--- src/hw/rtl/wkmd_pkg.sv ---
// Package for the window kNN mean distance unit: payload structs and codes.
// No dependencies.
`timescale 1ns / 1ps
package wkmd_pkg;

    localparam int DIST_W = 48;
    localparam int ROOT_W = 24;
    localparam int DIFF_W = 24;
    localparam int MEAN_W = 25;
    localparam int K_W    = 7;

    localparam logic [DIST_W-1:0] DIST_MAX = {DIST_W{1'b1}};
    localparam logic [MEAN_W-1:0] MEAN_SAT = {MEAN_W{1'b1}};

    localparam logic       OP_REF   = 1'b0;
    localparam logic       OP_POINT = 1'b1;

    localparam logic [1:0] ST_OK     = 2'd0;
    localparam logic [1:0] ST_NO_REF = 2'd1;
    localparam logic [1:0] ST_FEW    = 2'd2;
    localparam logic [1:0] ST_SMALLK = 2'd3;

    typedef struct packed {
        logic               opcode;
        logic signed [31:0] coord_x;
        logic signed [31:0] coord_y;
        logic signed [31:0] coord_z;
        logic               point_valid;
        logic               is_last;
    } in_item_t;

    typedef struct packed {
        logic [MEAN_W-1:0] mean_distance;
        logic [1:0]        status;
    } out_item_t;

    // Control from the sequencer to the row of cells.
    typedef struct packed {
        logic clear;   // load every cell with maximum distance
        logic insert;  // insert new distance
        logic shift;   // drain: every cell takes its right neighbour
    } cell_ctrl_t;

endpackage

--- src/hw/rtl/wkmd_cell.sv ---
// One cell of the sorted distance row: holds one entry, compares and hands on.
// Depends on wkmd_pkg.
`timescale 1ns / 1ps
module wkmd_cell
    import wkmd_pkg::*;
(
    input  logic              clk,
    input  logic              rst_n,
    input  cell_ctrl_t        ctrl,
    input  logic [DIST_W-1:0] new_dist,
    input  logic [DIST_W-1:0] left_dist,   // entry of lower-index neighbour
    input  logic              left_gt,     // neighbour entry > new_dist
    input  logic [DIST_W-1:0] right_dist,  // entry of higher-index neighbour
    output logic [DIST_W-1:0] entry,
    output logic              gt
);

    logic [DIST_W-1:0] dist_reg, dist_next;

    assign gt = dist_reg > new_dist;

    always_comb
    begin
        dist_next = dist_reg;
        if (ctrl.clear)
        begin
            dist_next = DIST_MAX;
        end
        else if (ctrl.shift)
        begin
            dist_next = right_dist;
        end
        else if (ctrl.insert && gt)
        begin
            dist_next = left_gt ? left_dist : new_dist;
        end
    end

    always_ff @(posedge clk or negedge rst_n)
    begin
        if (!rst_n)
        begin
            dist_reg <= DIST_MAX;
        end
        else
        begin
            dist_reg <= dist_next;
        end
    end

    assign entry = dist_reg;

endmodule

--- config.mk ---
export PLATFORM = sky130hd
export DESIGN_NAME = wkmd_cell
export DESIGN_NICKNAME = d
export VERILOG_FILES = /design/src/hw/rtl/wkmd_pkg.sv /design/src/hw/rtl/wkmd_cell.sv
export SDC_FILE = /design/constraint.sdc
export NUM_CORES = 1
export LEC_CHECK = 0
export BUFFER_PORTS_ARGS = -buffer_cell sky130_fd_sc_hd__buf_2
export CORE_UTILIZATION = 49
export CTS_BUF_LIST = sky130_fd_sc_hd__clkbuf_2 sky130_fd_sc_hd__clkbuf_4 sky130_fd_sc_hd__clkbuf_8
export DETAILED_ROUTE_END_ITERATION = 10
export GPL_ROUTABILITY_DRIVEN = 1
export PLACE_DENSITY = 0.84
export SKIP_LAST_GASP = 1
export SLEW_MARGIN = 30
export SYNTH_ARGS = -nofsm -noshare
export SYNTH_HDL_FRONTEND = slang
export SYNTH_SLANG_ARGS = --single-unit
--- constraint.sdc ---
create_clock -name clk -period 3.4 [get_ports clk]
set_input_delay 0.34 -clock clk [delete_from_list [all_inputs] [get_ports clk]]
set_output_delay 0.34 -clock clk [all_outputs]
set_load 0.01 [all_outputs]
======== Word level (Yosys, flattened, before mapping) ========
Index checks and enable logic that the tools add are counted.
word-level totals
  register bits after elaboration ......... 48
  input bits .............................. 150
  output and inout bits ................... 49
  logic and storage cells ................. 8
operators by class
  order comparisons ....................... 1
  mux-type cells .......................... 4
  reduce and logical (&&, ||, !) cells .... 2
operators by type and width
  cell                            count
  two-way mux 48 bit              4
  greater-than comparator 48 bit  1
  nonzero test 3 bit              1
  logical AND 1 bit               1

======== Logic depth before layout (Yosys ltp) ========
  depth in word-level cells ............... 5
  gate-level depth with buffers ........... 11
  mapped depth without buffers ............ 9

======== Worst setup path before layout ========
Ideal clock, no wire load.
  path type ............................... flip-flop to flip-flop
  from .................................... register dist_reg[14], in the netlist entry[14]
  to ...................................... register dist_reg[11], in the netlist entry[11]
  setup time .............................. 0.068 ns
  arrival ................................. 2.374 ns
  required time ........................... 3.332 ns
  path slack .............................. 0.958 ns
  cell stages (with the launch flop) ...... 11
  path buffers ............................ 2
  period minus slack after synthesis ...... 2.442 ns
  path through ............................ dfstp_2 ha_1 nand4_1 or4_1 a21o_1 a31oi_1 a211oi_1 o21ai_2 buf_4 buf_6 a2bb2oi_2
on the way
  cells in the longest elaborated chain, start to end .. 3
RTL lines
  element                         line             RTL
  from (decl)                     wkmd_cell.sv:18  logic [DIST_W-1:0] dist_reg, dist_next;
  from (signal assigned)          wkmd_cell.sv:47  dist_reg <= dist_next;
  greater-than comparator 48 bit  wkmd_cell.sv:20  assign gt = dist_reg > new_dist;
  logical AND 1 bit               wkmd_cell.sv:33  else if (ctrl.insert && gt)
  nonzero test 3 bit (no line)    n/a
Every way passes these cells.
A chain may end at the register's enable or synchronous reset.

======== Worst setup path after layout ========
  from .................................... register dist_reg[14], in the netlist entry[14]
  to ...................................... register dist_reg[10], in the netlist entry[10]
The elaborated chain is that of the path after synthesis.

==> results.txt <==
Outcome = finished clean
# setup viols final = 0
Max-Cap Viols = 0
Top Ports = 199
Area delta synth->final = 27.3%
CTS tree = done
Post-Synth Simple-Gate Area = 9.26%
Critical-path top delay cell = o21ai_4
GRT Util Overall = 26.1%
Clk root buf = clkbuf_8
Ys flop type = dfstp_2
Final setup margin = 0.215 ns
Post-Route WL = 11600 µm
Critical path depth = 9
Clock slew seen by the registers of the worst setup and hold paths = 0.08 ns
Post-Place Worst Slack = 0.120 ns
Avg WL per Cell = 15.8 µm
Crit start category = register
Starting Density = 51.0%
Main combinational cell family by area after synthesis = compound AO/OA/AOI/OAI gates
DRC violations left = 0
Worst setup EP type = register
Crit path buf inv count = 1
Pwr per Cell Area = 321 mW/mm²
Unique masters post-synth = 31
Clk sinks = 48
Synth top area share = 29.9%
Number of flops mapped to enable cells by yosys = 0
XOR/XNOR Fraction of Synth Area = 0%
Mux cell area share after synthesis = 11.4%
DIE AREA = 0.00898 mm²
Critical Path Source = entry[14]
Asr flop ratio synth = 100%
Layout Skew = 0.00560 ns
CTS max path bufs = 2
Worst-Margin Slew = 0.784 ns
Horiz. Die Dim = 94.8 µm
Worst setup path end = entry[10]
Crit-path cells = ha_1 -> nand4_1 -> or4_1 -> a21o_1 -> a31oi_1 -> a211oi_1 -> o21ai_4 -> buf_12 -> a2bb2oi_1
Iter 0 DRT Violations = 92
Largest register FFs = 48
Vias in the first global route = 4066
R2R depth = 9
Synth warnings = 0
WP data arrival = 3.40 ns
DRT antenna net count = 0
Syn Std Cell Area = 0.00422 mm²
First-pass GRT wire length = 18400 µm
Part of the Yosys area used for sequential elements = 29.9%
Rows = 33
Worst r2r dst = entry[10]
RSZ-0062 raised after global routing = false
Worst VDD drop = 164 µV
Worst Hold Class = in2reg
Syn avg cell area = 9.35 µm²
Fin. max-slew vios = 0
Drt via density = 5.61
Gate Count Post-Synth = 451
Filler instances = 684
Post-Synth Adder-Cell Area = 14.2%
Min Clock Period, post-route = 3.18 ns
Fmax = 0.314 GHz
TritonRoute pass-1 iters = 4
# port buffers = 198
Area leader, netlist = dfstp_2
FF+latch count, synth = 48
Total CTS buffers = 5
Relative slew margins = 47.8%
Setup TNS = 0 ns
GRT overflow = 0
Vias = 4131
Final Hold Viols = 0
Hpwl dp = 9080 µm
Top cells by area, synth = dfstp_2 (30%), ha_1 (14%), mux2i_1 (11%)
Compound-Gate Fraction of Synth Area = 27.0%
Crit Path Category = reg2reg
Mapped Nets = 649
Most used standard cell by instance count after synthesis = nor2_1
Post-CTS setup buffers = 0
Critical register-to-register path startpoint = entry[14]
Tcrit/Tclk final = 93.7%
Top cells by instance count after synthesis = nor2_1 (55), a211oi_1 (51)
Final Wtd Congestion = 0.842
Final #Nets = 829
Clock latency on the worst-skew pair = 0.29 ns
H-tree depth = 2
Max stage delay on crit path = 0.64 ns
Die Y = 94.8 µm
Critical Path RT = 3.62 ns
Share of layout cells above drive strength 1 = 44.7%
Hold Buf Count CTS = 0
Max FO, Critical Path = 25
Ant diodes = 0
Reg2reg setup slack = 0.22 ns
Family with the most delay on the worst path = compound AO/OA/AOI/OAI gates
Cts repair resizes = 0
Leak = 2.63 nW
Area of the core = 0.00826 mm²
Initial antenna violation count = 0
Largest net degree at the start of global routing = 49
## kinds of logic (layout without fill, tap and decap cells)
family | after synthesis | count (layout)
AOI/OAI and AO/OA | 135 | 135
adders and majority gates | 48 | 48
buffers and inverters | 80 | 260
DFF | 48 | 48
muxes | 48 | 48
and+or+nand+nor | 92 | 92
## through the flow
stage	instance area (µm²)	power (mW)	cells	util [%]	hold WS, ns
6_report	5370	1.72	736	65.0	0.353
5_1_grt	5370	1.83	736	65.0	0.357
4_1_cts	5370	1.74	736	65.0	0.343
3_5_place_dp	5290	1.40	729	64.0	0.505
3_3_place_gp	5280	1.37	729	64.0	0.499
2_1_floorplan	4220	1.14	451	-	0.192
## per-layer routing
metal	vias up	wire length (µm)	global-route usage [%]
li1	2018	-	-
met1	1921	4920	31.9
met2	172	5830	47.1
met3	20	637	3.22
met4	0	212	8.59
met5	-	0	0
## area by class of cell
class	instances	area (µm²)	share of cell area (%)
clock buffers	6	76.3	1.42
inverters	48	180	3.36
flip-flops and latches	48	1260	23.5
well taps	105	131	2.45
repair buffers	205	1080	20.2
clock inverters	1	5.00	0.0933
multi-input cells	323	2630	49.0
## worst reg2reg max path, delay by kind of cell, from the launching register on
family                   cells  cell delay [ns]
adder cells (fa/ha/maj)      1             0.17
buffers and inverters        1             0.29
AND/OR/NAND/NOR              2             0.77
AO/OA/AOI/OAI                5             1.32
flip-flops                   1             0.56
## how the worst min path moves through the flow
stage / from / end / depth (start not counted)
4_1_cts: right_dist[19] / entry[19] / 3
3_5_place_dp: entry[36] / entry[36] / 1
5_1_grt: right_dist[24] / entry[24] / 3
3_3_place_gp: entry[4] / entry[4] / 1
6_report: right_dist[27] / entry[27] / 3
2_1_floorplan: rst_n / entry[0] / 0
## where the power goes
part,internal [mW],switching (mW)
combinational,0.322,0.341
clock,0.148,0.185
sequential,0.671,0.0569
## placed cells by master (no fill, tap or decap), drive strengths merged
| master | n |
|---|---|
| a22oi | 1 |
| a31oi | 1 |
| a211oi | 51 |
| a2bb2oi | 49 |
| o21bai | 2 |
| nand3 | 4 |
| a21oi | 20 |
| a21o | 1 |
| nand4 | 9 |
| or4 | 1 |
| o211ai | 2 |
| ha | 48 |
| clkinv | 1 |
| mux2i | 48 |
| dfstp | 48 |
| nand2 | 16 |
| inv | 48 |
| o21ai | 6 |
| nor3 | 3 |
| nor2 | 55 |
| clkbuf | 6 |
| buf | 205 |
| nor2b | 1 |
| a221oi | 1 |
| o21a | 1 |
| nand2b | 1 |
| nor4 | 2 |
Power figures use the tool's default switching activity.
