--- config.mk ---
export PLATFORM = sky130hd
export DESIGN_NAME = wkmd_sqrt
export DESIGN_NICKNAME = d
export VERILOG_FILES = /design/src/hw/rtl/wkmd_pkg.sv /design/src/hw/rtl/wkmd_sqrt.sv
export SDC_FILE = /design/constraint.sdc
export NUM_CORES = 1
export LEC_CHECK = 0
export BUFFER_PORTS_ARGS = -buffer_cell sky130_fd_sc_hd__buf_2
export CAP_MARGIN = 15
export CORE_MARGIN = 1.5
export CORE_UTILIZATION = 60
export CTS_BUF_LIST = sky130_fd_sc_hd__clkbuf_2 sky130_fd_sc_hd__clkbuf_4 sky130_fd_sc_hd__clkbuf_8
export DETAILED_ROUTE_END_ITERATION = 16
export PLACE_DENSITY = 0.8
export SETUP_SLACK_MARGIN = 0.05
export SYNTH_ARGS = -nofsm -noshare
export SYNTH_HDL_FRONTEND = slang
export SYNTH_SLANG_ARGS = --single-unit
--- constraint.sdc ---
create_clock -name clk -period 5.5 [get_ports clk]
set_input_delay 0.275 -clock clk [delete_from_list [all_inputs] [get_ports clk]]
set_output_delay 0.275 -clock clk [all_outputs]
set_load 0.02 [all_outputs]
--- src/hw/rtl/wkmd_pkg.sv ---
// Package for the window kNN mean distance unit: payload structs and codes.
// No dependencies.
`timescale 1ns / 1ps
package wkmd_pkg;

    localparam int DIST_W = 48;
    localparam int ROOT_W = 24;
    localparam int DIFF_W = 24;
    localparam int MEAN_W = 25;
    localparam int K_W    = 7;

    localparam logic [DIST_W-1:0] DIST_MAX = {DIST_W{1'b1}};
    localparam logic [MEAN_W-1:0] MEAN_SAT = {MEAN_W{1'b1}};

    localparam logic       OP_REF   = 1'b0;
    localparam logic       OP_POINT = 1'b1;

    localparam logic [1:0] ST_OK     = 2'd0;
    localparam logic [1:0] ST_NO_REF = 2'd1;
    localparam logic [1:0] ST_FEW    = 2'd2;
    localparam logic [1:0] ST_SMALLK = 2'd3;

    typedef struct packed {
        logic               opcode;
        logic signed [31:0] coord_x;
        logic signed [31:0] coord_y;
        logic signed [31:0] coord_z;
        logic               point_valid;
        logic               is_last;
    } in_item_t;

    typedef struct packed {
        logic [MEAN_W-1:0] mean_distance;
        logic [1:0]        status;
    } out_item_t;

    // Control from the sequencer to the row of cells.
    typedef struct packed {
        logic clear;   // load every cell with maximum distance
        logic insert;  // insert new distance
        logic shift;   // drain: every cell takes its right neighbour
    } cell_ctrl_t;

endpackage

--- src/hw/rtl/wkmd_sqrt.sv ---
// Bit-serial integer square root, one result bit per cycle.
// Depends on wkmd_pkg.
`timescale 1ns / 1ps
module wkmd_sqrt
    import wkmd_pkg::*;
(
    input  logic              clk,
    input  logic              rst_n,
    input  logic              start,
    input  logic [DIST_W-1:0] value,
    output logic              done,
    output logic [ROOT_W-1:0] root
);

    logic [DIST_W-1:0] rem_reg, rem_next;
    logic [ROOT_W-1:0] root_reg, root_next;
    logic [DIST_W-1:0] val_reg, val_next;
    logic [4:0]        cnt_reg, cnt_next;
    logic              busy_reg, busy_next;
    logic              done_reg, done_next;
    logic [DIST_W+1:0] trial;
    logic [DIST_W+1:0] rem_sh;

    always_comb
    begin
        rem_next  = rem_reg;
        root_next = root_reg;
        val_next  = val_reg;
        cnt_next  = cnt_reg;
        busy_next = busy_reg;
        done_next = 1'b0;
        rem_sh    = {rem_reg, val_reg[DIST_W-1 -: 2]};
        trial     = {{(DIST_W-ROOT_W){1'b0}}, root_reg, 2'b01};
        if (start)
        begin
            rem_next  = '0;
            root_next = '0;
            val_next  = value;
            cnt_next  = 5'(ROOT_W - 1);
            busy_next = 1'b1;
        end
        else if (busy_reg)
        begin
            val_next = {val_reg[DIST_W-3:0], 2'b00};
            if (rem_sh >= trial)
            begin
                rem_next  = DIST_W'(rem_sh - trial);
                root_next = {root_reg[ROOT_W-2:0], 1'b1};
            end
            else
            begin
                rem_next  = DIST_W'(rem_sh);
                root_next = {root_reg[ROOT_W-2:0], 1'b0};
            end
            cnt_next = cnt_reg - 5'd1;
            if (cnt_reg == '0)
            begin
                busy_next = 1'b0;
                done_next = 1'b1;
            end
        end
    end

    always_ff @(posedge clk or negedge rst_n)
    begin
        if (!rst_n)
        begin
            busy_reg <= 1'b0;
            done_reg <= 1'b0;
            cnt_reg  <= '0;
        end
        else
        begin
            busy_reg <= busy_next;
            done_reg <= done_next;
            cnt_reg  <= cnt_next;
        end
    end

    always_ff @(posedge clk)
    begin
        rem_reg  <= rem_next;
        root_reg <= root_next;
        val_reg  <= val_next;
    end

    assign done = done_reg;
    assign root = root_reg;

endmodule

# [Word level (Yosys, flattened, before mapping)]
# Index checks and enable logic that the tools add are counted.
[totals] ff_bits=127 latch_bits=0 ramBits=0 mem_bits_ro=0 inputBits=51 out_inout_bits=25 word_cells=23 mem_count=0
[classes] add_sub_neg=2 n_mul=0 div_mod_pow=0 n_lt_le_gt_ge=1 eq_ne=0 shifts=0 mux=12 bitwise_logic=0 reduce_logical=2
[op_table] op="$mux 48" n=3
[op_table] op="$ge 50x26->1" n=1
[op_table] op="$sub 48x26->48" n=1
[op_table] op="$mux 5" n=2
[op_table] op="$mux 1" n=7
[op_table] op="$logic_not 5->1" n=1
[op_table] op="$sub 5x1->5 const B" n=1
[op_table] op="$reduce_bool 2->1" n=1

# [Depth between registers and ports, before layout]
# Gate-level depths: netlist of run 1.
[depth] word_depth=4 depth_mapped=12 depth_no_buf=10

# [Worst setup path after synthesis of run 1]
# No wires, ideal clock.
[synth_path] path_type="flip-flop to flip-flop" start="register root_reg[3] (netlist: root[3])" end="register rem_reg[5]" setup_time_ns=0.128 arrival_ns=2.826 t_required_ns=5.372 slack_ns=2.546 stages_incl_launch_ff=12 cell_sequence="dfxtp_1 > inv_1 > ha_1 > a21oi_1 > o22ai_1 > a211oi_1 > o32ai_1 > nor2_4 > buf_2 > mux2_1 > mux2i_1 > nor2_1"
[synth_between] elab_chain_len=2 elab_cells_between_ends=3
[synth_lines] item="start: declaration" line_no="wkmd_sqrt.sv:16" rtl="logic [ROOT_W-1:0] root_reg, root_next;"
[synth_lines] item="start signal: assignment" line_no="wkmd_sqrt.sv:83" rtl="root_reg <= root_next;"
[synth_lines] item="$sub 48x26->48 or $ge 50x26->1 (tied branches)" line_no="wkmd_sqrt.sv:47, wkmd_sqrt.sv:45"
[synth_lines] item="$mux 48 (*)" line_no="wkmd_sqrt.sv:45" rtl="if (rem_sh >= trial)"
[synth_lines] item="end signal: assignment" line_no="wkmd_sqrt.sv:82" rtl="rem_reg <= rem_next;"
[synth_lines] item="end: declaration" line_no="wkmd_sqrt.sv:15" rtl="logic [DIST_W-1:0] rem_reg, rem_next;"
# Every way passes the cells marked *; elsewhere a longest branch is shown, timed or not.
# A chain may end at the register's enable or synchronous reset.

# [Final worst setup path of run 1]
[layout_path] start="register root_reg[3] (netlist: root[3])" end="register rem_reg[35]"
# The elaborated chain is that of the path after synthesis.

==> impl_metrics.yaml, run 1 <==
run_status:
  status: "completed"
logic_synthesis:
  yosysTopAreaCellShare_pct: 20.1
  synth_common_cells: "86 x nor2_1, 72 x dfxtp_1, 49 x nand2_1"
  synthCells: 747
  yosysSeqAreaShare_pct: 42.7
  syn_area_um2: 7170
  async_reset_ff_share_pct: 5.51
  synth_mux_area_share_pct: 11.3
  synthSimpleGateAreaFrac_pct: 16.0
  ys_ff_latch: 127
  ys_warn_count: 0
  synth_cell_types: 68
  synth-compound-area-share_pct: 15.6
  synth_top_area_cell: "dfxtp_1"
  synth_top_family_by_area: "simple AND/OR/NAND/NOR gates"
  ys_top_cells_by_area: "dfxtp_1 20%, edfxtp_1 20%, mux2_2 7.2%"
  yosysMostFrequentCell: "nor2_1"
  synthAdderAreaFrac_pct: 4.89
  syn-num-nets: 826
  synth_xor_area_share_pct: 5.25
  synth_edf_count: 48
  syn_avg_cell_area_um2: 9.60
  synthFlopType: "dfxtp_1"
sta:
  setup-tns-final_ns: 0
  clock_skew_ns: 0.0151
  setup_viol: 0
  fin_crit_sh_pct: 70.3
  hold_viol_final: 0
  drv_slew: 0
  post-route-min-period_ns: 3.87
  slew_headroom_pct: 37.9
  fmax_mhz: 259
  rsz0062_at_grt: "false"
  worst_slew_pin_slew_ns: 0.931
power_and_ir_drop:
  peakVddDrop_v: 0.000234
  leakagePower_uw: 0.00333
  pwr_density_cell_nw_per_um2: 539
place:
  hpwl_um: 10800
  dpl.cell_count: 929
  place.port_buffers: 75
  routabilityCongestion: 0.940
floorplan:
  core_area_um2: 11500
  die-area_um2: 12600
  die_h_um: 112
  chipWidth_um: 112
  rows: 39
  start_util_pct: 62.2
  ioPinCount: 76
routing:
  viasPerCell: 5.96
  routed_wl_um: 15600
  drtIter0Drc: 400
  wl_per_cell_um: 16.2
  antenna_left: 0
  dr.pass1.iters: 4
  dr_total_vias: 5732
  drc: 0
cts:
  clk_latency_ns: 0.46
  cts.sinks: 127
  clockBufferDepth: 2
  clockRootBuffer: "clkbuf_8"
  cts_tree: "yes"
  cts_buffers: 17
  htreeDepth: 4
  cts.clk_slew.worst_paths_ns: 0.08
  cts_resized: 0
grt:
  grt_usage_pct: 25.9
  grt_pass1_vias: 5613
  grt.overflow.total: 0
  grt_max_degree: 87
  antenna_found_initial: 0
  grt_pass1_wl_um: 26100
layout:
  nets: 885
  area_growth_pct: 11.1
  fin_cells: 962
  drive_above_1_share_pct: 20.8
  antenna-diode-count: 0
setup_path:
  cp.required_ns: 5.86
  cp-end-kind: "flip-flop"
  critPathMaxFanout: 40
  crit_type: "flip-flop to flip-flop"
  cp.arrival_ns: 4.23
  critPathLaunchType: "flip-flop"
flow_run:
  maxCapViolCount: 0
worst_hold_path:
  hold_path.class: "input pin to flip-flop"
path summary, 6_finish.rpt:
kind / startpoint / endpoint / slack, ns / cells after the start
max in group asynchronous: rst_n / busy_reg / 5.15 / 2
max: root[3] / rem_reg[35] / 1.63 / 11
max reg2reg: root[3] / rem_reg[35] / 1.63 / 11
min in group asynchronous: rst_n / cnt_reg[2] / 0.17 / 2
min: value[1] / val_reg[1] / 0.11 / 2
min reg2reg: rem_reg[9] / rem_reg[9] / 0.49 / 2
per-stage QoR:
step / util [%] / worst slack, ns / power [uW] / hold WS (ns) / cell area (um2)
detailed placement: 66.0 / 1.65 / 3530 / 0.116 / 7600
finish: 69.2 / 1.63 / 4300 / 0.107 / 7970
CTS: 69.2 / 1.66 / 4280 / 0.0808 / 7970
global route: 69.2 / 1.30 / 4620 / 0.0944 / 7970
global placement: 66.0 / 1.91 / 3460 / 0.107 / 7600
floorplan: - / 2.55 / 3080 / -0.0206 / 7170
placed cells by master (no fill, tap or decap), types with 5 or more instances in the layout:
| master | n |
|---|---|
| nor2_1 | 86 |
| buf_2 | 74 |
| dfxtp_1 | 72 |
| nand2_1 | 49 |
| edfxtp_1 | 48 |
| mux2_2 | 46 |
| a21oi_1 | 46 |
| inv_1 | 37 |
| a211oi_1 | 31 |
| xnor2_1 | 29 |
| mux2i_1 | 28 |
| ha_1 | 28 |
| o21ai_0 | 26 |
| clkbuf_8 | 17 |
| nor3_1 | 16 |
| xor2_1 | 14 |
| nand2b_1 | 11 |
| nand4_1 | 10 |
| nand3_1 | 9 |
| o21ai_1 | 7 |
| o21bai_1 | 7 |
| nor4_1 | 6 |
| or3_1 | 6 |
| dfrtp_1 | 6 |
| buf_4 | 6 |
| clkinv_1 | 5 |
| a21o_1 | 5 |
where the power goes:
group          total, uW  leakage, uW  internal [uW]  switching, uW
combinational       2210      0.00198            933           1280
sequential          1350      0.00118           1170            176
clock                736     0.000172            352            384
total               4300      0.00333           2460           1840
critical path: stages, from the launching register on:
cell and delay (ns):
dfxtp_1 0.37, inv_1 0.06, ha_1 0.34, a21oi_1 0.30
o22ai_1 0.14, a211oi_1 0.59, o32ai_1 0.28, nor2_4 0.72
buf_4 0.38, nor3_1 0.11, and4_1 0.22, nor4_1 0.24
routing by layer:
layer  share of wire [%]  GRT usage, %  vias to the layer above  wire (um)
met5                   0             0                        -          0
met4                 2.5          13.4                        0        394
met3                 6.3          8.05                       34        980
met2                  47          41.5                      187       7330
met1                  44          31.7                     2684       6880
li1                    -             -                     2827          -
timing repair:
item	CTS	global route
setup endpoints to repair	0	0
hold buffers	1	0
hold endpoints to repair	7	0
buffers inserted	0	0
logic make-up (layout without fill, tap and decap cells):
| family | count (synthesis) | in the layout |
|---|---|---|
| compound gates | 168 | 168 |
| xor+xnor | 43 | 43 |
| buf+inv | 79 | 151 |
| mux | 75 | 75 |
| flops | 127 | 127 |
| simple gates | 227 | 227 |
| fa+ha+maj | 28 | 28 |
area by class of cell:
cell class / count / area (um2)
clock buffers: 17 / 234
clock inverters: 15 / 121
fillers: 898 / 3550
inverters: 38 / 143
multi-input cells: 541 / 3800
flip-flops and latches: 127 / 3060
well taps: 143 / 179
repair buffers: 81 / 425
Note: power is estimated with default switching activity, not from simulation.
==> run 2, diff against run 1 <==
--- a/config.mk
+++ b/config.mk
@@ -8,10 +8,10 @@
 export BUFFER_PORTS_ARGS = -buffer_cell sky130_fd_sc_hd__buf_2
 export CAP_MARGIN = 15
 export CORE_MARGIN = 1.5
-export CORE_UTILIZATION = 60
+export CORE_UTILIZATION = 55
 export CTS_BUF_LIST = sky130_fd_sc_hd__clkbuf_2 sky130_fd_sc_hd__clkbuf_4 sky130_fd_sc_hd__clkbuf_8
 export DETAILED_ROUTE_END_ITERATION = 16
-export PLACE_DENSITY = 0.8
+export PLACE_DENSITY = 0.77
 export SETUP_SLACK_MARGIN = 0.05
 export SYNTH_ARGS = -nofsm -noshare
 export SYNTH_HDL_FRONTEND = slang
==> constraint.sdc (replaced) <==
create_clock -name clk -period 3.5 [get_ports clk]
set_input_delay 0.175 -clock clk [delete_from_list [all_inputs] [get_ports clk]]
set_output_delay 0.175 -clock clk [all_outputs]
set_load 0.02 [all_outputs]
==> run 2 against run 1 <==
- sequential power is 59% higher
- count of clock-buffer cells in the layout is 2 higher
- critical path depth is 1 lower
- maximum frequency is 17% higher
- die area is 8.8% higher
- non-clock buffer count is 38 higher
- flip-flop and latch count stayed put
- register-to-register slack worse by 1.4 ns
==> impl_metrics.yaml, run 2 (synthesized netlist as in run 1, its figures left out) <==
grt:
  grt_pass1_wl_um: 28200
  grt_usage_pct: 26.8
  grt.overflow.total: 0
  grt_pass1_vias: 5890
  grt_max_degree: 61
  antenna_found_initial: 0
power_and_ir_drop:
  p_comb_share_pct: 50.7
  pwr_density_cell_nw_per_um2: 839
  peakVddDrop_v: 0.000391
  pwr-share-clk_pct: 19.1
  leakagePower_uw: 0.00352
  seq_power_share_pct: 30.2
  p_sw_uw: 2980
  swShare_pct: 42.0
  internal_power_uw: 4110
routing:
  dr.pass1.iters: 5
  drc: 0
  drtIter0Drc: 381
  wl_per_cell_um: 17.0
  viasPerCell: 5.78
  routed_wl_um: 17500
  antenna_left: 0
  dr_total_vias: 5947
floorplan:
  die_h_um: 117
  core_area_um2: 12700
  die-area_um2: 13700
  start_util_pct: 56.6
  ioPinCount: 76
  chipWidth_um: 117
  rows: 41
cts:
  clk_latency_ns: 0.48
  clockRootBuffer: "clkbuf_8"
  cts.sinks: 127
  cts.clk_slew.worst_paths_ns: 0.09
  cts_tree: "yes"
  cts_buffers: 17
  htreeDepth: 4
  clockBufferDepth: 2
sta:
  setup-tns-final_ns: 0
  drv_slew: 0
  slew_headroom_pct: 37.5
  fin_crit_sh_pct: 94.4
  worst_slew_pin_slew_ns: 0.938
  rsz0062_at_grt: "false"
  fmax_mhz: 303
  hold_viol_final: 0
  post-route-min-period_ns: 3.30
  setup_viol: 0
  clock_skew_ns: 0.0153
  worst_hold_slack_ns: 0.0160
layout:
  final_common_cell: "nor2_1"
  final_area_um2: 8460
  seqCellArea_um2: 3060
  fillCellCount: 1019
  multiInputGateArea_um2: 3810
  area_growth_pct: 18.0
  nets: 923
  antenna-diode-count: 0
  most-common-layout-cells: "86 x nor2_1, 74 x buf_2, 72 x dfxtp_1, 49 x nand2_1, 48 x edfxtp_1"
  drive_above_1_share_pct: 20.8
  fin_cells: 1029
setup_path:
  r2r_start: "root[1]"
  cp.arrival_ns: 3.68
  critPathLaunchType: "flip-flop"
  cp-end-kind: "flip-flop"
  crit_type: "flip-flop to flip-flop"
  critPathMaxFanout: 6
  path_cells: "inv_1, ha_1, o21ai_1, a221oi_1, a21oi_1, o21a_1, nor4_4, nor3_1, and4_1, nor4_1"
  cp.required_ns: 3.88
  cpPeakStageDelay_ns: 0.64
  worstSetupStartpoint: "root[1]"
  critical-path-slowest-cell: "a221oi_1"
place:
  routabilityCongestion: 0.933
  place.port_buffers: 75
  placed_area_um2: 7670
  dpl.cell_count: 961
  hpwl_um: 11200
run_status:
  status: "completed"
worst_hold_path:
  hold_path.class: "input pin to flip-flop"
  hp-start: "value[33]"
flow_run:
  maxCapViolCount: 0
[run 2: cell types whose count changed in the layout (fill, tap and decap cells not counted), sizes merged]
| cell | before | now |
|---|---|---|
| dlygate4sd3 | 1 | 36 |
| clkinv | 10 | 6 |
| buf | 80 | 83 |
| bufinv | 1 | 3 |
| clkbuf | 17 | 19 |
[run 2: path summary, 6_finish.rpt]
check	end	slack (ns)	cells after the start
worst min register to register	rem_reg[9]	0.49	2
worst min-delay path	val_reg[33]	0.02	2
max in group asynchronous	busy_reg	3.25	2
min in group asynchronous	cnt_reg[0]	0.08	2
worst max-delay path	rem_reg[35]	0.20	10
worst max register to register	rem_reg[35]	0.20	10
[run 2: power groups by stage]
stage | Combinational [uW] | Clock, uW | Sequential (uW)
floorplan | 2770 | 0 | 2070
global placement | 3400 | 0 | 2140
detailed placement | 3460 | 0 | 2160
CTS | 3520 | 1370 | 2130
global route | 3970 | 1450 | 2180
finish | 3600 | 1360 | 2140
[run 2: routing by layer]
metal  track usage [%]  part of all wire [%]  wire length (um)  vias to the layer above
li1                  -                     -                 -                     2897
met4              11.9                   3.2               564                        0
met5                 0                     0                 0                        -
met2              44.5                    49              8500                      206
met1              31.7                    42              7300                     2792
met3              8.96                   6.6              1160                       52
[run 2: cell type report]
type                            count  share of cell area, %
Clock buffer                       19                   3.02
Clock inverter                     13                   1.92
Inverter                           38                   1.69
Multi-Input combinational cell    541                   45.0
Sequential cell                   127                   36.2
Tap cell                          172                   2.54
Timing Repair Buffer              119                   9.59
[run 2: stage by stage]
step	total power [uW]	setup WS, ns	utilization (%)
floorplan	4840	0.546	-
global placement	5540	0.342	60.6
detailed placement	5620	0.166	60.6
CTS	7030	0.144	66.4
global route	7590	0.0613	66.7
finish	7090	0.197	66.7
[run 2: worst max-delay path: cells and delay by family (launching register included)]
kind | cells | cell delay, ns
compound gates | 4 | 1.24
fa+ha+maj | 1 | 0.38
buf+inv | 1 | 0.07
flops | 1 | 0.38
simple gates | 4 | 1.11
[run 2: what timing repair did]
action,CTS,global route
hold buffers,32,4
endpoints found under the hold margin,38,4
setup endpoints to repair,0,4
setup buffers,0,0
gates resized for setup,0,1
