File: src/hw/rtl/wkmd_pkg.sv
// Package for the window kNN mean distance unit: payload structs and codes.
// No dependencies.
`timescale 1ns / 1ps
package wkmd_pkg;

    localparam int DIST_W = 48;
    localparam int ROOT_W = 24;
    localparam int DIFF_W = 24;
    localparam int MEAN_W = 25;
    localparam int K_W    = 7;

    localparam logic [DIST_W-1:0] DIST_MAX = {DIST_W{1'b1}};
    localparam logic [MEAN_W-1:0] MEAN_SAT = {MEAN_W{1'b1}};

    localparam logic       OP_REF   = 1'b0;
    localparam logic       OP_POINT = 1'b1;

    localparam logic [1:0] ST_OK     = 2'd0;
    localparam logic [1:0] ST_NO_REF = 2'd1;
    localparam logic [1:0] ST_FEW    = 2'd2;
    localparam logic [1:0] ST_SMALLK = 2'd3;

    typedef struct packed {
        logic               opcode;
        logic signed [31:0] coord_x;
        logic signed [31:0] coord_y;
        logic signed [31:0] coord_z;
        logic               point_valid;
        logic               is_last;
    } in_item_t;

    typedef struct packed {
        logic [MEAN_W-1:0] mean_distance;
        logic [1:0]        status;
    } out_item_t;

    // Control from the sequencer to the row of cells.
    typedef struct packed {
        logic clear;   // load every cell with maximum distance
        logic insert;  // insert new distance
        logic shift;   // drain: every cell takes its right neighbour
    } cell_ctrl_t;

endpackage

File: src/hw/rtl/wkmd_div.sv
// Restoring divider, one quotient bit per cycle, quotient saturated to 25 bits.
// Depends on wkmd_pkg.
`timescale 1ns / 1ps
module wkmd_div
    import wkmd_pkg::*;
#(
    parameter int SUM_W = 30
)
(
    input  logic              clk,
    input  logic              rst_n,
    input  logic              start,
    input  logic [SUM_W-1:0]  dividend,
    input  logic [K_W+1:0]    divisor,
    output logic              done,
    output logic [MEAN_W-1:0] quotient
);

    localparam int CNT_W = $clog2(SUM_W + 1);

    logic [SUM_W-1:0]  quo_reg, quo_next;
    logic [K_W+2:0]    rem_reg, rem_next;
    logic [K_W+1:0]    dvs_reg, dvs_next;
    logic [CNT_W-1:0]  cnt_reg, cnt_next;
    logic              busy_reg, busy_next;
    logic              done_reg, done_next;
    logic [K_W+2:0]    rem_sh;

    always_comb
    begin
        quo_next  = quo_reg;
        rem_next  = rem_reg;
        dvs_next  = dvs_reg;
        cnt_next  = cnt_reg;
        busy_next = busy_reg;
        done_next = 1'b0;
        rem_sh    = {rem_reg[K_W+1:0], quo_reg[SUM_W-1]};
        if (start)
        begin
            quo_next  = dividend;
            rem_next  = '0;
            dvs_next  = divisor;
            cnt_next  = CNT_W'(SUM_W - 1);
            busy_next = 1'b1;
        end
        else if (busy_reg)
        begin
            if (rem_sh >= {1'b0, dvs_reg})
            begin
                rem_next = rem_sh - {1'b0, dvs_reg};
                quo_next = {quo_reg[SUM_W-2:0], 1'b1};
            end
            else
            begin
                rem_next = rem_sh;
                quo_next = {quo_reg[SUM_W-2:0], 1'b0};
            end
            cnt_next = cnt_reg - 1'b1;
            if (cnt_reg == '0)
            begin
                busy_next = 1'b0;
                done_next = 1'b1;
            end
        end
    end

    always_ff @(posedge clk or negedge rst_n)
    begin
        if (!rst_n)
        begin
            busy_reg <= 1'b0;
            done_reg <= 1'b0;
            cnt_reg  <= '0;
        end
        else
        begin
            busy_reg <= busy_next;
            done_reg <= done_next;
            cnt_reg  <= cnt_next;
        end
    end

    always_ff @(posedge clk)
    begin
        quo_reg <= quo_next;
        rem_reg <= rem_next;
        dvs_reg <= dvs_next;
    end

    assign done     = done_reg;
    assign quotient = (quo_reg > SUM_W'(MEAN_SAT)) ? MEAN_SAT : MEAN_W'(quo_reg);

endmodule

File: config.mk
export PLATFORM = sky130hd
export DESIGN_NAME = wkmd_div
export DESIGN_NICKNAME = d
export VERILOG_FILES = /design/src/hw/rtl/wkmd_pkg.sv /design/src/hw/rtl/wkmd_div.sv
export SDC_FILE = /design/constraint.sdc
export NUM_CORES = 1
export LEC_CHECK = 0
export BUFFER_PORTS_ARGS = -buffer_cell sky130_fd_sc_hd__buf_2
export CAP_MARGIN = 5
export CELL_PAD_IN_SITES_DETAIL_PLACEMENT = 1
export CELL_PAD_IN_SITES_GLOBAL_PLACEMENT = 1
export CORE_UTILIZATION = 42
export DETAILED_ROUTE_END_ITERATION = 6
export PLACE_DENSITY = 0.85
export SYNTH_ARGS = -nofsm -noshare
export SYNTH_HDL_FRONTEND = slang
export SYNTH_SLANG_ARGS = --single-unit
File: constraint.sdc
create_clock -name clk -period 2.5 [get_ports clk]
set_input_delay 0 -clock clk [delete_from_list [all_inputs] [get_ports clk]]
set_output_delay 0 -clock clk [all_outputs]
set_load 0.02 [all_outputs]
# Word-level counts from Yosys, hierarchy flattened

Index checks and enable logic that the tools add are counted.

Input bits: 42
Memories kept: 0
Bits in read-only memories: 0
Bits in registers: 55
Latch bits: 0
Logic and storage cells: 25
Output and inout port bits: 26
Memory bits (writable): 0

$lt $le $gt $ge: 2
Equal/unequal tests: 0
Shift operators: 0
Reduce and logical (&&, ||, !) cells: 2
Bitwise gates (word level): 0
Multipliers: 0
Div/mod/pow operators: 0
Mux-type cells: 13
Add/sub/neg operators: 2

Operator list:

| kind                   | number |
|---|---|
| $mux W30               | 2 |
| $gt A30 B25 Y1 const B | 1 |
| $mux W25               | 1 |
| $ge A10 B9 Y1          | 1 |
| $mux W5                | 2 |
| $mux W9                | 1 |
| $sub A9 B9 Y9          | 1 |
| $mux W1                | 7 |
| $logic_not A5 Y1       | 1 |
| $sub A5 B1 Y5 const B  | 1 |
| $reduce_bool A2 Y1     | 1 |

# Longest topological paths before layout

Gate-level depths: netlist of run 1.

Word-level depth: 4
Depth in mapped cells: 10
Mapped depth without buffers: 9

# Worst setup path after synthesis of run 1

No wires, ideal clock.

Kind: reg-to-reg
Start point: register quo_reg[29]
End point: register rem_reg[0]
Library setup time: 88 ps
Data required time: 2412 ps
Period minus slack after synthesis: 2232 ps
Path slack: 268 ps
Cell stages (with the launch flop): 11
Arrival: 2143 ps
Path buffers: 1
Path through: edfxtp_1 > inv_1 > ha_1 > inv_1 > fa_1 > a211oi_2 > o21ai_2 > a31oi_4 > buf_6 > nand2_2 > a311oi_2

Word-level cells in the longest chain between the ends: 2
Elaborated cells between the ends (all ways): 3
Those cells by class: 1 x add/sub; 1 x order compare; 1 x mux

RTL lines:

| what                                           | RTL line                       | RTL |
|---|---|---|
| start, declared                                | wkmd_div.sv:21                 | `logic [SUM_W-1:0] quo_reg, quo_next;` |
| start signal, assigned                         | wkmd_div.sv:85                 | `quo_reg <= quo_next;` |
| $sub A9 B9 Y9 or $ge A10 B9 Y1 (tied branches) | wkmd_div.sv:50, wkmd_div.sv:48 |  |
| $mux W9 (*)                                    | wkmd_div.sv:48                 | `if (rem_sh >= {1'b0, dvs_reg})` |
| end signal, assigned                           | wkmd_div.sv:86                 | `rem_reg <= rem_next;` |
| end, declared                                  | wkmd_div.sv:22                 | `logic [K_W+2:0] rem_reg, rem_next;` |

Every way passes the cells marked *; elsewhere a longest branch is shown, timed or not.
A chain may end at the register's enable or synchronous reset.

# Final worst setup path of run 1

Start point: register quo_reg[29]
End point: register rem_reg[1]

The elaborated chain is that of the path after synthesis.

==> results of run 1 <==
-- worst reg2reg max path, delay by kind of cell, from the launching register on --
kind | cells | cell delay [ns]
flops | 1 | 0.42
fa+ha+maj | 2 | 0.58
mux | 1 | 0.20
compound gates | 4 | 0.76
buf+inv | 3 | 0.30
-- synth_stat cells (all sizes together), types with 5 or more instances --
| cell | count | area, um2 |
|---|---|---|
| buf | 5 | 33.78 |
| clkbuf | 7 | 26.28 |
| dfrtp | 7 | 175.2 |
| dfxtp | 9 | 180.2 |
| edfxtp | 39 | 1171 |
| ha | 11 | 137.6 |
| inv | 15 | 56.30 |
| mux2 | 29 | 326.6 |
| nand2 | 11 | 43.80 |
| nand2b | 6 | 37.54 |
| nand3 | 5 | 25.02 |
| nor2 | 8 | 30.03 |
| o21ai | 7 | 38.79 |
| or3 | 25 | 156.4 |
| xnor2 | 6 | 52.55 |
-- layer usage --
metal | part of all wire | vias to the layer above
li1 | - | 1080
met1 | 0.39 | 1122
met2 | 0.57 | 64
met3 | 0.030 | 10
met4 | 0.015 | 0
met5 | 0 | -
-- cell type report --
cell class                 instances  area (um2)
clock buffer                       6       82.58
clock inverter                     2       20.02
fill                             684        2676
inverter                          15       56.30
multi-input combinational        151        1254
sequential                        55        1526
tap                               77       96.34
timing repair buffer             112       783.3
-- cell usage in the layout (no fill, tap or decap), drive strengths merged, types with 3 or more instances in the layout --
cell         Yosys  layout
o311ai           3       3
inv             15      16
nand2b           6       6
edfxtp          39      39
clkbuf           7       6
or3             25      25
buf              5      73
dfrtp            7       7
xor2             3       3
mux2            29      29
xnor2            6       6
nand2           11      11
nand3            5       5
dlygate4sd3      0      39
dfxtp            9       9
a211oi           4       4
o21ai            7       7
a32oi            3       3
o31ai            4       4
nor2             8       8
ha              11      11
-- logic make-up after synthesis --
group,synth area share
AO/OA/AOI/OAI,0.1063
XOR/XNOR,0.02722
AND/OR/NAND/NOR,0.1253
adder cells (fa/ha/maj),0.05443
flip-flops,0.5270
multiplexers,0.1197
buffers and inverters,0.04017
-- worst max-delay path by stage --
stage / from / depth (start not counted) / to
after global routing: quo_reg[29]$_DFFE_PP_ / 10 / rem_reg[1]$_SDFFE_PP0P_
after CTS: quo_reg[29]$_DFFE_PP_ / 10 / rem_reg[1]$_SDFFE_PP0P_
final: quo_reg[29]$_DFFE_PP_ / 10 / rem_reg[1]$_SDFFE_PP0P_
after global placement: quo_reg[29]$_DFFE_PP_ / 9 / rem_reg[1]$_SDFFE_PP0P_
after detailed placement: quo_reg[29]$_DFFE_PP_ / 9 / rem_reg[1]$_SDFFE_PP0P_
after floorplan: quo_reg[29]$_DFFE_PP_ / 10 / rem_reg[0]$_SDFFE_PP0P_
-- power groups by stage --
stage	clock network [mW]	logic (mW)	registers, mW
after CTS	0.559	0.906	1.22
final	0.559	0.932	1.23
after global routing	0.599	1.01	1.25
after global placement	0	0.764	1.23
after floorplan	0	0.668	1.19
after detailed placement	0	0.799	1.24
-- metrics by stage --
| stage | instances | setup slack, ns | utilization | power (mW) | setup TNS [ns] |
|---|---|---|---|---|---|
| 3_3_place_gp | 369 | 0.08413 | 0.5078 | 1.994 | 0 |
| 5_1_grt | 418 | -0.03697 | 0.5879 | 2.852 | -0.06458 |
| 4_1_cts | 417 | 0.09119 | 0.5868 | 2.688 | 0 |
| 3_5_place_dp | 369 | 0.01284 | 0.5078 | 2.040 | 0 |
| 6_report | 418 | 0.1245 | 0.5879 | 2.724 | 0 |
| 2_1_floorplan | 233 | 0.2684 | - | 1.862 | 0 |
-- timing repair --
item	4_1_cts	5_1_grt
hold endpoints to repair	45	0
endpoints found under the setup margin	2	2
resized for setup	0	0
pin swaps	1	1
hold buffers	39	0
buffers inserted	1	1
==> flow_metrics.env, run 1 <==
export IMPL_status="completed"
export IMPL_crit_family="compound AO/OA/AOI/OAI gates"
export IMPL_p_switching_mw=0.9330
export IMPL_crit_buf_inv=3
export IMPL_insertedDiodeCount=0
export IMPL_worstPathMaxFanout=15
export IMPL_worstRegToRegCells=10
export IMPL_cap_violations=0
export IMPL_slew_headroom=0.4750
export IMPL_p_leak_nw=1.515
export IMPL_max_freq_mhz=421.0
export IMPL_period_share=0.9502
export IMPL_power_frac_clock=0.205
export IMPL_syn_avg_cell_area_um2=12.43
export IMPL_setup_viol_count_final=0
export IMPL_hold_ws_ns=0.03180
export IMPL_drcViolationCount=0
export IMPL_drt_iter0_markers=98
export IMPL_numClockSinks=55
export IMPL_final_area_um2=3819
export IMPL_dp_hpwl_um=4592
export IMPL_place_area_um2=3298
export IMPL_ys_ff_latch=55
export IMPL_critPathKind="reg2reg"
export IMPL_cts_inserted_buffers=5
export IMPL_p_int_mw=1.791
export IMPL_die_x_um=85.05
export IMPL_path_common_cell="inv_1"
export IMPL_dr_pass1_iters=4
export IMPL_min_delay_start="dividend[2]"
export IMPL_largest_register_ffs=30
export IMPL_die_y_um=85.05
export IMPL_cp_slowest_cell="edfxtp_1"
export IMPL_num_vias=2276
export IMPL_grt_use_met1=0.2514
export IMPL_first_global_vias=2583
export IMPL_dieArea_um2=7233
export IMPL_io_buffers=67
export IMPL_gp_congestion=0.7706
export IMPL_rows=29
export IMPL_ys_seq_area_frac=0.5270
export IMPL_core_area_um2=6495
export IMPL_switching_share=0.3425
export IMPL_ys_flop_type="edfxtp_1"
export IMPL_async_reset_ff_frac=0.1273
export IMPL_cpPeakStageDelay_ns=0.42
export IMPL_htree_levels=2
export IMPL_cp_cell_sequence="inv_1, ha_1, inv_1, fa_1, a211oi_2, o21ai_2, a31oi_4, buf_12, mux2i_1, a211oi_1"
export IMPL_yosys_warnings=0
export IMPL_overflow=0
export IMPL_busiest_layer="met2"
export IMPL_ir_drop_mv=0.3673
export IMPL_whs_path_depth=2
export IMPL_slew_violations=0
export IMPL_power_frac_comb=0.342
export IMPL_synthDistinctLibCells=45
export IMPL_gr_usage_met2=0.4780
export IMPL_vias_per_cell=5.445
export IMPL_synth_edf_count=39
export IMPL_rr_endpoint="rem_reg[1]$_SDFFE_PP0P_"
export IMPL_root_buffer="clkbuf_8"
export IMPL_wire_per_inst_um=19.41
export IMPL_syn_to_final_growth_pct=31.84
export IMPL_clkTransAtPathRegs_ns=0.12
export IMPL_grt_max_degree=31
export IMPL_nets=394
export IMPL_synth_area_um2=2897
export IMPL_track_usage=0.2369
export IMPL_cp_arrival_ns=2.57
export IMPL_postRouteAntennaNets=0
export IMPL_grtUsageMet3=0.03307
export IMPL_drive_gt1_frac=0.3490
export IMPL_drt_wl_total_um=8114
export IMPL_power_density_nw_per_um2=713.4
export IMPL_synth_net_count=287
export IMPL_clk_latency_ns=0.32
export IMPL_hold_viol=0
export IMPL_hold_class="in2reg"
export IMPL_antenna_found_initial=0
export IMPL_critical_path_startpoint_type="flop"
export IMPL_holdPathEnd="quo_reg[2]$_DFFE_PP_"
export IMPL_start_util=0.4460
export IMPL_synthCells=233
export IMPL_cp_required_ns=2.70
export IMPL_fin_worst_skew_ns=0.02070
export IMPL_r2r_start="quo_reg[29]$_DFFE_PP_"
export IMPL_cts_tree="built"
export IMPL_r2r_slack_ns=0.12
export IMPL_grt_pass1_wl_um=12920
export IMPL_tightest_slew_ns=0.7875
export IMPL_power_frac_seq=0.453
export IMPL_end_kind="flop"
export IMPL_clk_path_buf_depth=2
export IMPL_period_minus_slack_ns=2.375
export IMPL_io_pins=68
Power figures use the tool's default switching activity.
==> inputs of run 2 (changes only) <==
Settings changed: ABC_AREA set to 1, BUFFER_PORTS_ARGS -buffer_cell sky130_fd_sc_hd__buf_2 to unset, DONT_BUFFER_PORTS set to 1, PLACE_DENSITY 0.85 to 0.78.
==> flow_metrics.env, run 2 <==
export IMPL_hold_class="in2async"
export IMPL_htree_levels=2
export IMPL_critPathKind="reg2reg"
export IMPL_wire_per_inst_um=15.12
export IMPL_setup_ws_ns=0.3460
export IMPL_ys_flop_type="edfxtp_1"
export IMPL_rsz0062_at_grt="no"
export IMPL_crit_buf_inv=2
export IMPL_numClockSinks=55
export IMPL_synth_net_count=420
export IMPL_cts_setup_buffers=0
export IMPL_r2r_slack_ns=0.35
export IMPL_dr_pass1_iters=4
export IMPL_cts_tree="built"
export IMPL_rr_endpoint="rem_reg[0]$_SDFFE_PP0P_"
export IMPL_synth_area_leaders="edfxtp_1 (39%), nand2_1 (15%), inv_1 (7.9%)"
export IMPL_syn_to_final_growth_pct=21.46
export IMPL_power_density_nw_per_um2=851.0
export IMPL_synth_area_um2=3038
export IMPL_cp_arrival_ns=2.39
export IMPL_synth_top_area_share=0.3855
export IMPL_place_ws_ns=0.4067
export IMPL_num_vias=2449
export IMPL_period_share=0.8616
export IMPL_dieArea_um2=7577
export IMPL_insertedDiodeCount=0
export IMPL_nets=461
export IMPL_period_minus_slack_ns=2.154
export IMPL_dp_cells=455
export IMPL_fill_cells=841
export IMPL_vias_per_cell=4.859
export IMPL_crit_family="simple AND/OR/NAND/NOR gates"
export IMPL_cap_violations=0
export IMPL_hold_viol=0
export IMPL_drive_gt1_frac=0.09069
export IMPL_synthCells=366
export IMPL_p_leak_nw=1.731
export IMPL_ys_ff_latch=55
export IMPL_rows=30
export IMPL_largest_register_ffs=30
export IMPL_clkTransAtPathRegs_ns=0.10
export IMPL_layout_commonest_cell="nand2_1"
export IMPL_drt_wl_total_um=7622
export IMPL_fin_setup_tns_ns=0
export IMPL_tightest_slew_ns=0.4028
export IMPL_place_area_um2=3129
export IMPL_synth_edf_count=39
export IMPL_ir_drop_mv=0.3880
export IMPL_setup_viol_count_final=0
export IMPL_start_util=0.4399
export IMPL_syn_avg_cell_area_um2=8.300
export IMPL_io_buffers=0
export IMPL_final_core_util=0.5342
export IMPL_worstPathMaxFanout=11
export IMPL_antenna_found_initial=0
export IMPL_async_reset_ff_frac=0.1273
export IMPL_cp_required_ns=2.74
export IMPL_die_y_um=87.05
export IMPL_track_usage=0.2160
export IMPL_p_total_mw=3.140
export IMPL_core_area_um2=6907
export IMPL_cp_cell_sequence="inv_2, ha_1, inv_2, fa_1, nand4_2, nand2_2, nand2_2, nand2_2, nand2_1, nand3_1, nand2_1"
export IMPL_ys_seq_area_frac=0.5025
export IMPL_max_freq_mhz=464.3
export IMPL_yosysMostFrequentCell="nand2_1"
export IMPL_io_pins=68
export IMPL_layout_cells_most_common_list="nand2_1 (123), inv_1 (64), dlygate4sd3_1 (40), edfxtp_1 (39), o21ai_0 (29)"
export IMPL_cts_inserted_buffers=5
export IMPL_gp_congestion=0.7817
export IMPL_die_x_um=87.05
export IMPL_clk_path_buf_depth=2
export IMPL_path_common_cell="nand2_2"
export IMPL_r2r_start="quo_reg[29]$_DFFE_PP_"
export IMPL_final_area_um2=3690
export IMPL_status="completed"
export IMPL_grt_pass1_wl_um=12640
export IMPL_slew_violations=0
export IMPL_end_kind="flop"
export IMPL_overflow=0
export IMPL_drt_iter0_markers=101
export IMPL_postRouteAntennaNets=0
export IMPL_dp_hpwl_um=4824
export IMPL_root_buffer="clkbuf_8"
export IMPL_synthDistinctLibCells=33
export IMPL_cpPeakStageDelay_ns=0.42
export IMPL_final_cells=504
export IMPL_fin_worst_skew_ns=0.01095
export IMPL_hold_ws_ns=0.01667
export IMPL_yosys_warnings=0
export IMPL_drcViolationCount=0
export IMPL_critical_path_startpoint_type="flop"
export IMPL_clk_latency_ns=0.30
export IMPL_first_global_vias=2618
export IMPL_yosysTopAreaCell="edfxtp_1"
export IMPL_cp_slowest_cell="fa_1"
export IMPL_cts_resized=0
export IMPL_synthTopCellsByCount="nand2_1 (123), inv_1 (64), edfxtp_1 (39)"
export IMPL_worstRegToRegCells=11
export IMPL_grt_max_degree=70
export IMPL_slew_headroom=0.7315
run 2: worst max-delay path by stage:
stage                                          to                  start  depth (start not counted)
after floorplan              quo_reg[0]$_DFFE_PP_  quo_reg[29]$_DFFE_PP_                          9
after global placement    rem_reg[7]$_SDFFE_PP0P_  quo_reg[29]$_DFFE_PP_                         11
after detailed placement  rem_reg[5]$_SDFFE_PP0P_  quo_reg[29]$_DFFE_PP_                         11
after CTS                 rem_reg[0]$_SDFFE_PP0P_  quo_reg[29]$_DFFE_PP_                         11
after global routing      rem_reg[0]$_SDFFE_PP0P_  quo_reg[29]$_DFFE_PP_                         11
final                     rem_reg[0]$_SDFFE_PP0P_  quo_reg[29]$_DFFE_PP_                         11
run 2: timing repair:
action | 4_1_cts | 5_1_grt
hold buffers | 41 | 0
endpoints found under the hold margin | 68 | 0
setup endpoints to repair | 0 | 0
run 2: logic make-up (layout without fill, tap and decap cells):
group | after synthesis | count (layout) | synth area share
AND/OR/NAND/NOR | 178 | 178 | 0.2648
buffers and inverters | 81 | 123 | 0.1071
flip-flops | 55 | 55 | 0.5025
AO/OA/AOI/OAI | 37 | 37 | 0.06507
adder cells (fa/ha/maj) | 12 | 12 | 0.05189
XOR/XNOR | 3 | 3 | 0.008651
run 2: area by class of cell:
cell class                 count  area [um2]  share of cell area
clock buffer                   6       72.57             0.01967
clock inverter                 2       60.06             0.01628
inverter                      69       259.0             0.07019
multi-input combinational    230        1186              0.3215
sequential                    55        1526              0.4137
tap                           96       120.1             0.03255
timing repair buffer          46       465.4              0.1261
run 2: per-layer routing:
layer	up-vias	global-route usage	share of wire
met5	-	0	0
met4	0	0.04242	0.0081
met1	1169	0.2751	0.45
met2	48	0.3887	0.51
met3	6	0.03318	0.032
li1	1226	-	-
run 2: power breakdown:
group	total [mW]	switching (mW)	leakage [nW]	internal (mW)
logic	1.23	0.755	1.10	0.475
registers	1.23	0.103	0.567	1.12
clock network	0.684	0.283	0.0654	0.401
total	3.14	1.14	1.73	2.00
run 2: worst register-to-register path, cell delays in order, from the launching register on:
cell,delay (ns)
edfxtp_1,0.39
inv_2,0.09
ha_1,0.17
inv_2,0.05
fa_1,0.42
nand4_2,0.14
nand2_2,0.07
nand2_2,0.26
nand2_2,0.20
nand2_1,0.12
nand3_1,0.09
nand2_1,0.09
==> inputs of run 3 (changes only) <==
Settings changed: CTS_BUF_LIST set to sky130_fd_sc_hd__clkbuf_2.
==> flow_metrics.env, run 3 (synthesized netlist as in run 2, its figures left out) <==
export IMPL_status="completed"
export IMPL_layout_cells_most_common_list="nand2_1 (123), inv_1 (64), dlygate4sd3_1 (42), edfxtp_1 (39), o21ai_0 (29)"
export IMPL_whs_path_depth=1
export IMPL_clkTransAtPathRegs_ns=0.27
export IMPL_start_util=0.4399
export IMPL_cts_inserted_buffers=5
export IMPL_io_buffers=0
export IMPL_grt_max_degree=72
export IMPL_postCtsHoldBufs=43
export IMPL_final_area_um2=3667
export IMPL_wire_per_inst_um=15.07
export IMPL_numClockSinks=55
export IMPL_cap_violations=0
export IMPL_cts_resized=0
export IMPL_drcViolationCount=0
export IMPL_critPathKind="reg2reg"
export IMPL_p_leak_nw=1.727
export IMPL_period_minus_slack_ns=2.185
export IMPL_dr_pass1_iters=4
export IMPL_vias_per_cell=4.879
export IMPL_io_pins=68
export IMPL_drt_wl_total_um=7623
export IMPL_track_usage=0.2189
export IMPL_hold_class="in2reg"
export IMPL_syn_to_final_growth_pct=20.72
export IMPL_postRouteAntennaNets=0
export IMPL_grtUsageMet3=0.04550
export IMPL_busiest_layer="met2"
export IMPL_dieArea_um2=7577
export IMPL_tightest_slew_ns=0.3920
export IMPL_core_area_um2=6907
export IMPL_die_x_um=87.05
export IMPL_hold_viol=0
export IMPL_clk_latency_ns=0.43
export IMPL_period_share=0.8739
export IMPL_gr_usage_met2=0.3815
export IMPL_power_density_nw_per_um2=820.5
export IMPL_ir_drop_mv=0.3409
export IMPL_die_y_um=87.05
export IMPL_p_total_mw=3.009
export IMPL_grt_pass1_wl_um=12740
export IMPL_htree_levels=2
export IMPL_rows=30
export IMPL_insertedDiodeCount=0
export IMPL_fin_worst_skew_ns=0.01741
export IMPL_cts_setup_buffers=0
export IMPL_end_kind="flop"
export IMPL_clk_path_buf_depth=2
export IMPL_cp_required_ns=2.90
export IMPL_overflow=0
export IMPL_gp_congestion=0.7817
export IMPL_grt_use_met1=0.2757
export IMPL_worstRegToRegCells=11
export IMPL_fin_setup_tns_ns=0
export IMPL_antenna_found_initial=0
export IMPL_drive_gt1_frac=0.09268
export IMPL_largest_register_ffs=30
export IMPL_dp_hpwl_um=4824
export IMPL_worstPathMaxFanout=11
export IMPL_max_freq_mhz=457.7
export IMPL_cts_tree="built"
export IMPL_first_global_vias=2649
export IMPL_drt_iter0_markers=80
export IMPL_num_vias=2469
export IMPL_cp_arrival_ns=2.59
export IMPL_critical_path_startpoint_type="flop"
export IMPL_rsz0062_at_grt="no"
export IMPL_place_area_um2=3129
export IMPL_slew_headroom=0.7386
export IMPL_slew_violations=0
export IMPL_layout_commonest_cell="nand2_1"
export IMPL_setup_viol_count_final=0
export IMPL_nets=463
export IMPL_root_buffer="clkbuf_2"
==> run 3: cell types whose count changed in the layout (fill, tap and decap cells not counted), sizes merged <==
cell	delta
dlygate4sd3	+2
==> run 3: layout make-up <==
class	count	area, um2
Fill cell	844	3239
Sequential cell	55	1526
Multi-Input combinational cell	230	1186
Timing Repair Buffer	48	485.5
Inverter	69	259.0
Tap cell	96	120.1
Clock inverter	2	60.06
Clock buffer	6	30.03
==> run 3: power by group <==
| group | internal, mW | switching [mW] | leakage, nW |
|---|---|---|---|
| clock | 0.273 | 0.274 | 0.0532 |
| combinational | 0.477 | 0.760 | 1.11 |
| sequential | 1.12 | 0.102 | 0.567 |
| total | 1.87 | 1.14 | 1.73 |
==> run 3: metal layers <==
layer	wire length, um	part of all wire	up-vias
met4	108	0.014	0
met1	3484	0.46	1169
met5	0	0	-
li1	-	-	1231
met2	3722	0.49	57
met3	306	0.040	12
==> run 3: worst max-delay path, cell delays in order (launching register included) <==
cell	delay, ns
edfxtp_1	0.44
inv_2	0.09
ha_1	0.17
inv_2	0.05
fa_1	0.42
nand4_2	0.14
nand2_2	0.07
nand2_2	0.26
nand2_2	0.21
nand2_1	0.13
nand3_1	0.09
nand2_1	0.07
==> run 3: through the flow <==
step / setup WS (ns) / std cells / util / hold slack, ns
after global routing: 0.1781 / 506 / 0.5310 / 0.1335
after global placement: 0.4898 / 455 / 0.4531 / -0.2954
after CTS: 0.2935 / 506 / 0.5310 / 0.1437
after floorplan: 0.7176 / 366 / - / -0.2956
after detailed placement: 0.4067 / 455 / 0.4531 / -0.2955
final: 0.3153 / 506 / 0.5310 / 0.1685
==> run 3: final timing paths <==
path	start	end	slack [ns]
setup reg to reg	quo_reg[29]$_DFFE_PP_	rem_reg[6]$_SDFFE_PP0P_	0.32
hold / removal	divisor[6]	dvs_reg[6]$_DFFE_PP_	0.17
max in group asynchronous	rst_n	cnt_reg[3]$_DFFE_PN0P_	1.85
setup / recovery	quo_reg[29]$_DFFE_PP_	rem_reg[6]$_SDFFE_PP0P_	0.32
hold reg to reg	cnt_reg[4]$_DFFE_PN0P_	cnt_reg[4]$_DFFE_PN0P_	0.50
min in group asynchronous	rst_n	cnt_reg[1]$_DFFE_PN0P_	0.39
